===== src/rtl/lvu_pkg.sv =====
// shared types and constants for the langevin velocity update block
`default_nettype none
package lvu_pkg;

  // config register indexes
  localparam int CfgIdxW = 8;
  localparam logic [CfgIdxW-1:0] RegVelScale   = 8'd0;
  localparam logic [CfgIdxW-1:0] RegForceScale = 8'd1;
  localparam logic [CfgIdxW-1:0] RegNoiseScale = 8'd2;
  localparam logic [CfgIdxW-1:0] RegStepSize   = 8'd3;

  localparam logic [16:0] VelScaleReset = 17'h10000;

  // cycles from the input register to the result register
  localparam int Lat = 13;

  typedef struct packed {
    logic signed [31:0] vel_x;
    logic signed [31:0] vel_y;
    logic signed [31:0] vel_z;
    logic [31:0]        inv_mass;
    logic signed [63:0] force_x;
    logic signed [63:0] force_y;
    logic signed [63:0] force_z;
    logic signed [31:0] noise_x;
    logic signed [31:0] noise_y;
    logic signed [31:0] noise_z;
    logic               last_atom;
  } item_t;

  typedef struct packed {
    logic signed [31:0] new_vel_x;
    logic signed [31:0] new_vel_y;
    logic signed [31:0] new_vel_z;
    logic signed [31:0] delta_x;
    logic signed [31:0] delta_y;
    logic signed [31:0] delta_z;
    logic               moved;
    logic               last_out;
  } result_t;

  typedef struct packed {
    logic [16:0] vel_scale;
    logic [31:0] force_scale;
    logic [31:0] noise_scale;
    logic [31:0] step_size;
  } cfg_t;

endpackage
`default_nettype wire


===== src/rtl/lvu_sqrt.sv =====
// pipelined integer square root, four result bits per stage
`default_nettype none
module lvu_sqrt import lvu_pkg::*; (
  input  wire logic        clk,
  input  wire logic [31:0] inv_mass,
  output logic      [23:0] root
);

  localparam int Stages = 6;
  localparam int Steps  = 4;

  typedef struct packed {
    logic [26:0] rem;
    logic [23:0] root;
    logic [47:0] xs;
  } sq_state_t;

  // one radix-4 digit of the restoring square root
  function automatic sq_state_t sq_step(input sq_state_t s);
    sq_state_t   r;
    logic [26:0] r2;
    logic [26:0] trial;
    r2    = {s.rem[24:0], s.xs[47:46]};
    trial = {1'b0, s.root, 2'b01};
    r.xs  = {s.xs[45:0], 2'b00};
    if (r2 >= trial) begin
      r.rem  = r2 - trial;
      r.root = {s.root[22:0], 1'b1};
    end else begin
      r.rem  = r2;
      r.root = {s.root[22:0], 1'b0};
    end
    return r;
  endfunction

  sq_state_t st0;
  sq_state_t st [Stages];
  sq_state_t st_next [Stages];

  assign st0 = '{rem: '0, root: '0, xs: {inv_mass, 16'h0000}};

  // combinational digits of each stage
  always_comb begin
    st_next[0] = st0;
    for (int k = 1; k < Stages; k++) begin
      st_next[k] = st[k-1];
    end
    for (int k = 0; k < Stages; k++) begin
      for (int j = 0; j < Steps; j++) begin
        st_next[k] = sq_step(st_next[k]);
      end
    end
  end

  // stage registers
  always_ff @(posedge clk) begin
    for (int k = 0; k < Stages; k++) begin
      st[k] <= st_next[k];
    end
  end

  assign root = st[Stages-1].root;

endmodule
`default_nettype wire


===== config.mk =====
export PLATFORM = sky130hd
export DESIGN_NAME = lvu_sqrt
export DESIGN_NICKNAME = d
export VERILOG_FILES = /design/src/rtl/lvu_pkg.sv /design/src/rtl/lvu_sqrt.sv
export SDC_FILE = /design/constraint.sdc
export NUM_CORES = 1
export LEC_CHECK = 0
export BUFFER_PORTS_ARGS = -buffer_cell sky130_fd_sc_hd__buf_2
export CELL_PAD_IN_SITES_DETAIL_PLACEMENT = 1
export CELL_PAD_IN_SITES_GLOBAL_PLACEMENT = 1
export CORE_MARGIN = 1.5
export CORE_UTILIZATION = 49
export DETAILED_ROUTE_END_ITERATION = 10
export PLACE_DENSITY_LB_ADDON = 0.1
export REMOVE_ABC_BUFFERS = 1
export SYNTH_ARGS = -nofsm -noshare
export SYNTH_HDL_FRONTEND = slang
export SYNTH_SLANG_ARGS = --single-unit

===== constraint.sdc =====
create_clock -name clk -period 14.9 [get_ports clk]
set_input_delay 1.49 -clock clk [delete_from_list [all_inputs] [get_ports clk]]
set_output_delay 1.49 -clock clk [all_outputs]
set_load 0.05 [all_outputs]

# ---- Yosys cells after proc, flatten, opt, wreduce, memory -nomap -nowiden
# Memories as Yosys holds them, arrays and structs flattened.
# Index checks and enable logic that the tools add are counted.
dict set report op_classes {
  mux 24
  addsub 24
  n_lt_le_gt_ge 24
}
# cell count
set op_table {}
lappend op_table {{2-to-1 mux 49 bit} 18}
lappend op_table {{greater-or-equal comparator 27 x 26 -> 1 bit} 23}
lappend op_table {{subtractor 25 bit} 17}
lappend op_table {{2-to-1 mux 51 bit} 6}
lappend op_table {{subtractor 27 x 26 -> 27 bit} 6}
lappend op_table {{subtractor 2 x 1 -> 3 bit, second input constant} 1}
lappend op_table {{greater-or-equal comparator 2 x 1 -> 1 bit, second input constant} 1}
dict set report word_totals {
  reg_bits 0
  output_inout_bits 24
  mem_bits_rw 546
  inputBits 33
  mem_count 1
}
# memory words word_bits rd rd_clocked_by_memory_dff write_ports line
set memory_table {}
lappend memory_table {st 6 91 6 0 6 lvu_sqrt.sv:37} ;# sq_state_t st [Stages];

# ---- Logic depth before layout (Yosys ltp)
# Gate-level depths: netlist of the first run.
# An unclocked memory read counts as a cell.
dict set report depth {
  depth_word 9
  mapped_depth 61
  ltp_nobuf 59
}

# ---- Worst setup path before layout of the first run
# Ideal clock, no wire load.
dict set report synth_path {
  path_type {register to register}
  start {memory st[3][41] (netlist bit)}
  end {memory st[4][88] (netlist bit)}
  setup_slack_ps 2038
  t_arrival_ps 12790
  path_stages_with_launch 62
  setup_time_ps 72
  synth_period_minus_slack_ps 12862
  cell_sequence {dfxtp_1 -> inv_1 -> ha_1 -> a21o_1 -> a21oi_1 -> o21ai_0 -> a21oi_1 -> o31ai_1 -> a21oi_1 -> nand2_1 -> inv_1 -> buf_1 -> nand2_1 -> nand2_1 -> ha_1 -> a21o_1 -> a21oi_1 -> o21ba_2 -> [26 not listed] -> ha_1 -> a21o_1 -> a21oi_1 -> o21bai_1 -> a21oi_1 -> o21bai_1 -> a21oi_1 -> o21bai_1 -> a21oi_1 -> o21bai_1 -> a21o_1 -> a211oi_1 -> nor2_1 -> o31a_1 -> o31a_1 -> nor4b_1 -> o21ai_0 -> mux2i_1}
}
# item line
set synth_rtl {}
lappend synth_rtl {{start: declaration} lvu_sqrt.sv:37}

==> metrics.md, run 1 <==
| Metric | Value |
|---|---|
| Routability cong. | `between 0.9 and 1` |
| Grt ovf | `0` |
| Post-DRT Antenna Nets | `0` |
| Yosys top cell area share | `0.184` |
| Max FFs per register | `256` |
| Commonest cells after routing, fill and taps aside | `315 x a21oi_1, 307 x nor2_1, 305 x ha_1` |
| Maximum VDD drop | `between 100 and 150 uV` |
| Critical Path End Type | `flip-flop` |
| Worst Setup SP | `st[0][41]` |
| Pwr dens | `around 160 mW/mm2` |
| DR WL met3 | `~3.7 mm` |
| Hold buffers post-CTS | `0` |
| Prevailing post-synth register cell | `dfxtp_1` |
| Post-synthesis cell count | `3674` |
| Sequential power share | `0.205` |
| Worst Tran Pin Value | `around 1200 ps` |
| Async S/R FF share, synth | `0` |
| Worst r2r src | `st[0][41]` |
| # DRC | `0` |
| Synthesized area per cell | `around 7.6 um2` |
| Top flop regs | `st: 256 flops` |
| Worst skew pair latency | `between 500 and 600 ps` |
| Met2 Routed Length | `approximately 46 mm` |
| Number of flops mapped to enable cells by yosys | `0` |
| FP Rows | `87` |
| CP Class | `reg -> reg` |
| Worst hold path type | `reg -> reg` |
| Die Span Y | `around 240 um` |
| Worst path slowest cell | `or4b_1` |
| Static leakage | `roughly 14 nW` |
| Hold Fails Final Rpt | `0` |
| Setup slack, reg-to-reg | `roughly 1000 ps` |
| Switching Fraction | `0.491` |
| Post-synthesis register bit count | `between 200 and 300` |
| Core area | `approximately 0.056 mm2` |
| Crit-path max cell delay | `840 ps` |
| RSZ-0062 raised after global routing | `no` |
| Met1 wire length | `between 40 and 50 mm` |
| Die Span X | `242 um` |
| Max Cap Viol | `0` |
| Slew headroom | `0.223` |
| Synth cell types | `around 100` |
| Htree depth | `2` |
| Fmax | `roughly 72 MHz` |
| Design area | `0.0302 mm2` |
| Initial core utilization | `0.495` |
| Total Routing Usage GR | `0.329` |
| Total Wirelength | `slightly below 100 mm` |
| Gate power share | `0.623` |
| Initial antenna violation count | `6` |
| Yosys warns | `0` |
| Final setup viols | `0` |
| Area Growth Syn to Fin | `8.23%` |
| Initial DRC count | `1715` |
| Period Utilization, post-route | `0.933` |
| Worst EP required | `between 15000 and 20000 ps` |
| Clock Power Share | `0.171` |
| Via/cell ratio | `around 6.3` |
| Hold Startpoint | `st[0][22]` |
| Fin. max-slew vios | `0` |
| Dpl ws | `896 ps` |
| Largest fanout on the critical path | `19` |
| TritonCTS clock tree | `done` |
| Clk pin slew, worst setup/hold paths | `60 ps` |
| Nets@finish | `approximately 4100` |
| Most common cell after layout, fill and taps aside | `a21oi_1` |
| First-pass DRT Iterations | `5` |
| Cts bufs inserted | `34` |
| Mapped cell area | `0.0279 mm2` |
| Largest reg by FF count | `st` |
| Via count | `between 20000 and 30000` |
| Layout cell share with drive strength beyond 1 | `0.0781` |
| CP dominant cell by count | `inv_1` |
| Dominant cells by area after synthesis | `dfxtp_1 18%, ha_1 14%, xnor2_1 6.8%, a21oi_1 5.7%, nor2_1 4.1%` |
| # IOs | `57` |
| Global-route wire length before repair | `157 mm` |
| Clock Root Buffer | `clkbuf_16` |
| Fin crit period | `roughly 14000 ps` |
| Area of placed instances | `~0.029 mm2` |
| Vias in the first global route | `28664` |
| Cell internal pwr | `0.00247 W` |
| Net Switching | `between 0.002 and 0.0025 W` |
| Top Layer Used | `met5` |
| Area leader, netlist | `dfxtp_1` |
| Die area | `just under 0.06 mm2` |
| DPL Wire Length | `80.4 mm` |
| Register area share after synthesis | `0.184` |
| Clock Skew | `roughly 26 ps` |
| Setup ws final | `approximately 1000 ps` |
| Clock Sinks | `roughly 260` |
| Wire per inst | `22.0 um` |
| FILL cells | `7083` |
| Pin count of the biggest net entering global routing | `34` |
| Port bufs | `56` |
| Crit path DAT | `about 14000 ps` |
| Largest buffer count on any clock path | `3` |
| Post-CTS Setup Inserts | `0` |
| Status | `finished clean` |
| Startpoint Class | `flip-flop` |
==> through the flow <==
stage / utilization / total power (W) / setup TNS (ps) / hold WS (ps) / cells
after global placement: 0.516 / 0.00381 / 0 / 310 / 4434
after detailed placement: 0.516 / 0.00394 / 0 / 315 / 4434
final: 0.536 / 0.00485 / 0 / 320 / 4497
after floorplan: - / 0.00313 / -24880 / 310 / 3588
after global routing: 0.536 / 0.00518 / 0 / 322 / 4496
after CTS: 0.536 / 0.00481 / 0 / 319 / 4496
==> layout make-up <==
class / instances / area, um2 / share of cell area
multi-input cells: 3104 / 21600 / 0.716
flip-flops and latches: 256 / 5120 / 0.170
well taps: 756 / 946 / 0.0313
clock buffers: 43 / 915 / 0.0303
inverters: 228 / 856 / 0.0284
repair buffers: 90 / 536 / 0.0177
clock inverters: 19 / 190 / 0.00630
diodes: 1 / 2.50 / 0.0000829
==> synth_stat cells, drive strengths merged (9+ instances only) <==
library cell  instances
a211oi               43
o211ai               43
clkbuf               63
nand2               288
o211a                 9
and3                 32
nand3b               13
nor3                101
nand4b               12
or3                  46
o31ai                34
or4                  22
buf                  25
or4b                 10
o21ai               221
o21bai               49
a211o                14
nor4                 53
nand2b               59
nor4b                16
o21a                 36
a21boi               17
nor2                310
xor2                116
mux2i                30
and2                 30
or2                  38
nor3b                20
nand3                88
xnor2               218
a21o                145
dfxtp               256
nand4                41
a2111oi              24
nor2b                43
o31a                 17
a21oi               316
and4                 14
ha                  305
mux2                 68
inv                 225
a31oi                34
==> kinds of logic (layout without fill, tap and decap cells) <==
group / after synthesis / count (layout) / synth area share
muxes: 98 / 98 / 0.0382
DFF: 256 / 256 / 0.184
and+or+nand+nor: 1253 / 1253 / 0.232
AOI/OAI and AO/OA: 1108 / 1108 / 0.259
xor gates and xnor gates: 334 / 334 / 0.105
buffers and inverters: 316 / 380 / 0.0434
adders and majority gates: 308 / 308 / 0.139
other: 1 / 4 / 0.000135
==> critical path: cells and delay by family, from the launching register on <==
kind                       cells  cell delay, ps
adders and majority gates      4            1570
xor gates and xnor gates       1             280
AOI/OAI and AO/OA             13            3180
buffers and inverters          6            1760
muxes                          2             490
and+or+nand+nor               20            6110
DFF                            1             330
==> power by group through the flow <==
| stage | registers, W | logic (W) | clock network [W] |
|---|---|---|---|
| after floorplan | 0.000945 | 0.00219 | 0 |
| after detailed placement | 0.00100 | 0.00294 | 0 |
| after global routing | 0.00101 | 0.00331 | 0.000871 |
| final | 0.000995 | 0.00302 | 0.000831 |
| after global placement | 0.000999 | 0.00281 | 0 |
| after CTS | 0.000988 | 0.00297 | 0.000849 |
==> per-layer routing <==
metal  track usage  up-vias
met3        0.0311      152
li1              -    13532
met4         0.102        2
met5             0        -
met2         0.550      575
met1         0.444    13940
==> worst paths after layout <==
path | end | cells past startpoint
worst max-delay path | st[1][72] | 46
worst min register to register | st[1][30] | 0
worst min-delay path | st[1][30] | 0
worst max register to register | st[1][72] | 46
==> repair_timing <==
action	4_1_cts	5_1_grt
endpoints found under the setup margin	0	29
resized for setup	0	5
endpoints found under the hold margin	0	0
No activity file was read; power rests on OpenSTA's default activity.
==> run 2, diff against run 1 <==
- PLACE_DENSITY: default -> 0.84
- PLACE_DENSITY_LB_ADDON: 0.1 -> default
==> metrics.md, run 2 (synthesis results as in run 1) <==
| Metric | Value |
|---|---|
| TritonCTS clock tree | `done` |
| Dpl ws | `1370 ps (+475 ps)` |
| Maximum VDD drop | `94.0 uV (-15%)` |
| Cts bufs inserted | `34 (unchanged)` |
| Worst r2r src | `st[3][41]` |
| Pin count of the biggest net entering global routing | `38 (+12%)` |
| Nets@finish | `4050 (-0.12%)` |
| Worst Setup SP | `st[3][41]` |
| Design area | `0.0302 mm2 (about the same)` |
| Final setup viols | `0 (unchanged)` |
| Clock Power Share | `0.178 (+0.007)` |
| Post_cts resized | `0 (unchanged)` |
| DPL Wire Length | `73.4 mm (-8.7%)` |
| Hold Startpoint | `st[0][29]` |
| Startpoint Class | `flip-flop` |
| Worst Tran Pin Value | `1150 ps (-8.61 ps)` |
| Initial DRC count | `1769 (+3.1%)` |
| Worst path slowest cell | `o31ai_1` |
| Critical Path End Type | `flip-flop` |
| Setup ws final | `1090 ps (+83.0 ps)` |
| Hold Fails Final Rpt | `0 (unchanged)` |
| Wire per inst | `20.6 um (-6.4%)` |
| Max Cap Viol | `0 (unchanged)` |
| Max FFs per register | `256 (unchanged)` |
| FILL cells | `7187 (+1.5%)` |
| Htree depth | `2 (unchanged)` |
| Final Util | `0.536 (about the same)` |
| Initial antenna violation count | `0 (-6)` |
| Crit-path max cell delay | `600 ps (-240 ps)` |
| Total Routing Usage GR | `0.310 (-0.0188)` |
| Most common cell after layout, fill and taps aside | `a21oi_1` |
| Gate power share | `0.616 (-0.007)` |
| Clock Sinks | `256 (unchanged)` |
| Worst hold path type | `reg -> reg` |
| Switching Fraction | `0.483 (-0.00826)` |
| Area Growth Syn to Fin | `8.21% (about the same)` |
| Post-DRT Antenna Nets | `0 (unchanged)` |
| # diodes | `0 (-1)` |
| Die Span X | `242 um (unchanged)` |
| Top flop regs | `st: 256 flops` |
| Clock Skew | `32.3 ps (+6.04 ps)` |
| Pwr dens | `160 mW/mm2 (-0.67%)` |
| Fmax | `72.4 MHz (+0.60%)` |
| # IOs | `57 (unchanged)` |
| Fin cells | `4491 (-0.13%)` |
| Tot Pwr | `0.00481 W (-0.69%)` |
| Clk pin slew, worst setup/hold paths | `60 ps (about the same)` |
| Setup slack, reg-to-reg | `1090 ps (+80 ps)` |
| Die Span Y | `242 um (unchanged)` |
| Fin crit period | `13810 ps (-83.0 ps)` |
| CP dominant cell by count | `a21o_1` |
| Status | `finished clean` |
| Placed Instances | `4429 (-0.11%)` |
| Slew headroom | `0.225 (+0.00193)` |
| Net Switching | `0.00232 W (-2.4%)` |
| CP Class | `reg -> reg` |
| Area of placed instances | `0.0290 mm2 (-0.13%)` |
| Crit path DAT | `14320 ps (about the same)` |
| Routability cong. | `0.935 (+0.58%)` |
| Static leakage | `13.8 nW (-0.12%)` |
| Die area | `0.0583 mm2 (unchanged)` |
| Fin. max-slew vios | `0 (unchanged)` |
| Largest buffer count on any clock path | `3 (unchanged)` |
| Hold buffers post-CTS | `0 (unchanged)` |
| Post-CTS Setup Inserts | `0 (unchanged)` |
| Via count | `27864 (-1.2%)` |
| Core area | `0.0563 mm2 (unchanged)` |
| Largest reg by FF count | `st` |
| FP Rows | `87 (unchanged)` |
| Clock Root Buffer | `clkbuf_16` |
| # DRC | `0 (unchanged)` |
| Via/cell ratio | `6.20 (-1.1%)` |
| Port bufs | `56 (unchanged)` |
| Worst skew pair latency | `580 ps (about the same)` |
| RSZ-0062 raised after global routing | `no` |
| Layout cell share with drive strength beyond 1 | `0.0760 (-0.00204)` |
| Period Utilization, post-route | `0.927 (-0.00557)` |
| Worst EP required | `15400 ps (+60 ps)` |
| Sequential power share | `0.206 (about the same)` |
| Total Wirelength | `92.6 mm (-6.5%)` |
| Vias in the first global route | `28057 (-2.1%)` |
| Initial core utilization | `0.495 (unchanged)` |
| Grt ovf | `0 (unchanged)` |
| Commonest cells after routing, fill and taps aside | `315 x a21oi_1, 307 x nor2_1, 305 x ha_1` |
| Global-route wire length before repair | `150 mm (-4.6%)` |
| First-pass DRT Iterations | `5 (unchanged)` |
| Cell internal pwr | `0.00249 W (+0.92%)` |
| Largest fanout on the critical path | `32 (+13)` |
-- run 2: cell count changes in the layout (fill, tap and decap cells not counted), moves of 2 or more --
cell / before / now
clkinv_4: 0 / 2
inv_6: 4 / 2
buf_4: 34 / 29
clkinv_2: 6 / 4
-- run 2: cell type report --
class / count / area (um2) / share of cell area
inverters: 228 / 856 / 0.0284
flip-flops and latches: 256 / 5120 / 0.170
clock buffers: 45 / 932 / 0.0309
clock inverters: 17 / 225 / 0.00747
multi-input cells: 3104 / 21600 / 0.716
repair buffers: 85 / 498 / 0.0165
well taps: 756 / 946 / 0.0314
-- run 2: per-layer routing --
metal  track usage  part of all wire  vias up
li1              -                 -    13542
met1         0.423              0.48    13655
met2         0.521              0.46      536
met3        0.0279             0.036      131
met4        0.0831             0.023        0
met5             0                 0        -
-- run 2: power by group through the flow --
| stage | combinational (W) | clock, W | sequential, W |
|---|---|---|---|
| detailed placement | 0.00288 | 0 | 0.000997 |
| global route | 0.00327 | 0.000903 | 0.00100 |
| floorplan | 0.00219 | 0 | 0.000945 |
| global placement | 0.00281 | 0 | 0.000996 |
| CTS | 0.00292 | 0.000876 | 0.000986 |
| finish | 0.00296 | 0.000859 | 0.000992 |
-- run 2: through the flow --
step | setup TNS [ps] | hold WS (ps)
after global routing | 0 | 328
after detailed placement | 0 | 313
final | 0 | 317
after floorplan | -24880 | 310
after global placement | 0 | 310
after CTS | 0 | 323
-- run 2: path summary, 6_finish.rpt --
| path | end | cells after the start |
|---|---|---|
| worst max-delay path | st[4][86] | 60 |
| worst min-delay path | st[1][37] | 0 |
| worst max register to register | st[4][86] | 60 |
| worst min register to register | st[1][37] | 0 |
-- run 2: worst max-delay path, delay by kind of cell (launching register included) --
kind                       cells  cell delay [ps]
adders and majority gates      5             1400
and+or+nand+nor               11             2210
AOI/OAI and AO/OA             38             8090
DFF                            1              420
buffers and inverters          6             1550
==> run 3, diff against run 2 <==
- CORE_UTILIZATION: 49 -> 50
- CTS_BUF_LIST: default -> sky130_fd_sc_hd__clkbuf_8
- PLACE_DENSITY: 0.84 -> 0.85
==> metrics.md, run 3 (synthesis results as in run 1) <==
| Metric | Value |
|---|---|
| Vias in the first global route | `28414 (+1.3%)` |
| Largest fanout on the critical path | `26 (-19%)` |
| Pwr dens | `161 mW/mm2 (+1.0%)` |
| Layout cell share with drive strength beyond 1 | `0.0822 (+0.00612)` |
| Die area | `0.0572 mm2 (-2.0%)` |
| Final setup viols | `0 (unchanged)` |
| Initial core utilization | `0.506 (+0.0107)` |
| Critical Path End Type | `flip-flop` |
| Initial antenna violation count | `1 (+1)` |
| Slew headroom | `0.206 (-0.0189)` |
| Area Growth Syn to Fin | `8.42%` |
| CP dominant cell by count | `a21o_1` |
| Grt ovf | `0 (unchanged)` |
| Global-route wire length before repair | `151 mm (+0.83%)` |
| Commonest cells after routing, fill and taps aside | `316 x a21oi_1, 307 x nor2_1, 305 x ha_1` |
| Final hold slack | `321 ps (+4.59 ps)` |
| Total Routing Usage GR | `0.324 (+0.0145)` |
| Status | `finished clean` |
| Nets@finish | `4065 (+0.37%)` |
| Core area | `0.0551 mm2 (-2.1%)` |
| Worst skew pair latency | `680 ps (+100 ps)` |
| Most common cell after layout, fill and taps aside | `a21oi_1` |
| Crit-path max cell delay | `820 ps (+220 ps)` |
| Period Utilization, post-route | `0.940 (+0.0125)` |
| Via/cell ratio | `6.26 (+0.87%)` |
| Fin crit period | `14000 ps (+186 ps)` |
| Worst EP required | `15440 ps (+40 ps)` |
| Crit path DAT | `14540 ps (+220 ps)` |
| Worst Tran Pin Value | `1160 ps (+5.36 ps)` |
| First-pass DRT Iterations | `5 (unchanged)` |
| Port bufs | `56 (unchanged)` |
| Worst hold path type | `reg -> reg` |
| DPL Wire Length | `74.2 mm (+1.1%)` |
| CP Class | `reg -> reg` |
| Max FFs per register | `256 (unchanged)` |
| Clock Root Buffer | `clkbuf_8` |
| Area of placed instances | `0.0290 mm2 (about the same)` |
| Cts bufs inserted | `49 (+44%)` |
| Die Span Y | `239 um (-0.99%)` |
| Hold buffers post-CTS | `0 (unchanged)` |
| Largest buffer count on any clock path | `3 (unchanged)` |
| Hold Fails Final Rpt | `0 (unchanged)` |
| Wire per inst | `20.8 um (+0.89%)` |
| Clock Skew | `41.9 ps (+9.61 ps)` |
| Final Util | `0.549 (+0.0126)` |
| Fin. max-slew vios | `0 (unchanged)` |
| # IOs | `57 (unchanged)` |
| Die Span X | `239 um (-0.99%)` |
| Pin count of the biggest net entering global routing | `38 (unchanged)` |
| Design area | `0.0302 mm2 (+0.19%)` |
| Fmax | `71.4 MHz (-1.3%)` |
| Routability cong. | `0.938 (+0.26%)` |
| Startpoint Class | `flip-flop` |
| Total Wirelength | `93.8 mm (+1.3%)` |
| FP Rows | `86 (-1.1%)` |
| Clk pin slew, worst setup/hold paths | `60 ps (about the same)` |
| Static leakage | `13.9 nW (+0.61%)` |
| # diodes | `0 (unchanged)` |
| Htree depth | `2 (unchanged)` |
| Max Cap Viol | `0 (unchanged)` |
| Maximum VDD drop | `102 uV (+8.2%)` |
| Top flop regs | `st: 256 flops` |
| TritonCTS clock tree | `done` |
| Worst path slowest cell | `nand2_1` |
| # DRC | `0 (unchanged)` |
| Initial DRC count | `1642 (-7.2%)` |
| Post-DRT Antenna Nets | `0 (unchanged)` |
| Largest reg by FF count | `st` |
| Clock Sinks | `256 (unchanged)` |
| Via count | `28220 (+1.3%)` |
-- run 3: changes by cell type in the layout (fill, tap and decap cells not counted), moves of 4 or more --
| cell | before | now |
|---|---|---|
| bufinv_16 | 3 | 11 |
| clkbuf_1 | 7 | 0 |
| clkbuf_16 | 34 | 0 |
| clkbuf_8 | 4 | 55 |
| clkinv_2 | 4 | 8 |
| inv_1 | 222 | 230 |
-- run 3: layout make-up --
cell class	instances	area (um2)
inverter	228	860
clock buffer	55	757
multi-input combinational	3104	21600
clock inverter	33	459
sequential	256	5120
fill	7077	24900
timing repair buffer	85	498
tap	748	936
-- run 3: report_power, final --
group          switching, W  leakage (nW)  internal, W  total [W]
clock network      0.000353         0.644     0.000533   0.000885
registers          0.000159          2.13     0.000830   0.000989
logic               0.00184          11.1      0.00116    0.00300
total               0.00235          13.9      0.00252    0.00487
-- run 3: layer usage --
layer	vias to the layer above	track usage	wire length, um
met5	-	0	0
met4	0	0.105	2890
met3	178	0.0424	4650
met2	650	0.534	42600
met1	13804	0.436	43700
li1	13588	-	-
-- run 3: worst paths after layout --
path	start	endpoint	slack [ps]	cells after the start
setup / recovery	st[2][40]	st[3][69]	900	47
hold / removal	st[0][23]	st[1][31]	320	0
setup reg to reg	st[2][40]	st[3][69]	900	47
hold reg to reg	st[0][23]	st[1][31]	320	0
-- run 3: worst max-delay path, delay by kind of cell (launching register included) --
family | cells | cell delay, ps
AOI/OAI and AO/OA | 22 | 4970
DFF | 1 | 320
and+or+nand+nor | 13 | 3730
adders and majority gates | 4 | 1450
muxes | 1 | 370
buffers and inverters | 5 | 2510
xor gates and xnor gates | 2 | 460
-- run 3: per-stage QoR --
stage / setup WS, ps / cells / TNS (ps) / total power (W)
final: 899 / 4509 / 0 / 0.00487
after global routing: -2.34 / 4509 / -2.34 / 0.00522
after CTS: 1000 / 4509 / 0 / 0.00483
after detailed placement: 1130 / 4421 / 0 / 0.00390
after global placement: 1620 / 4421 / 0 / 0.00383
after floorplan: -1090 / 3588 / -24880 / 0.00313
-- run 3: timing repair --
| action | in CTS | in global routing |
|---|---|---|
| setup endpoints to repair | 0 | 8 |
| resized for setup | 0 | 3 |
| setup buffers | 0 | 0 |
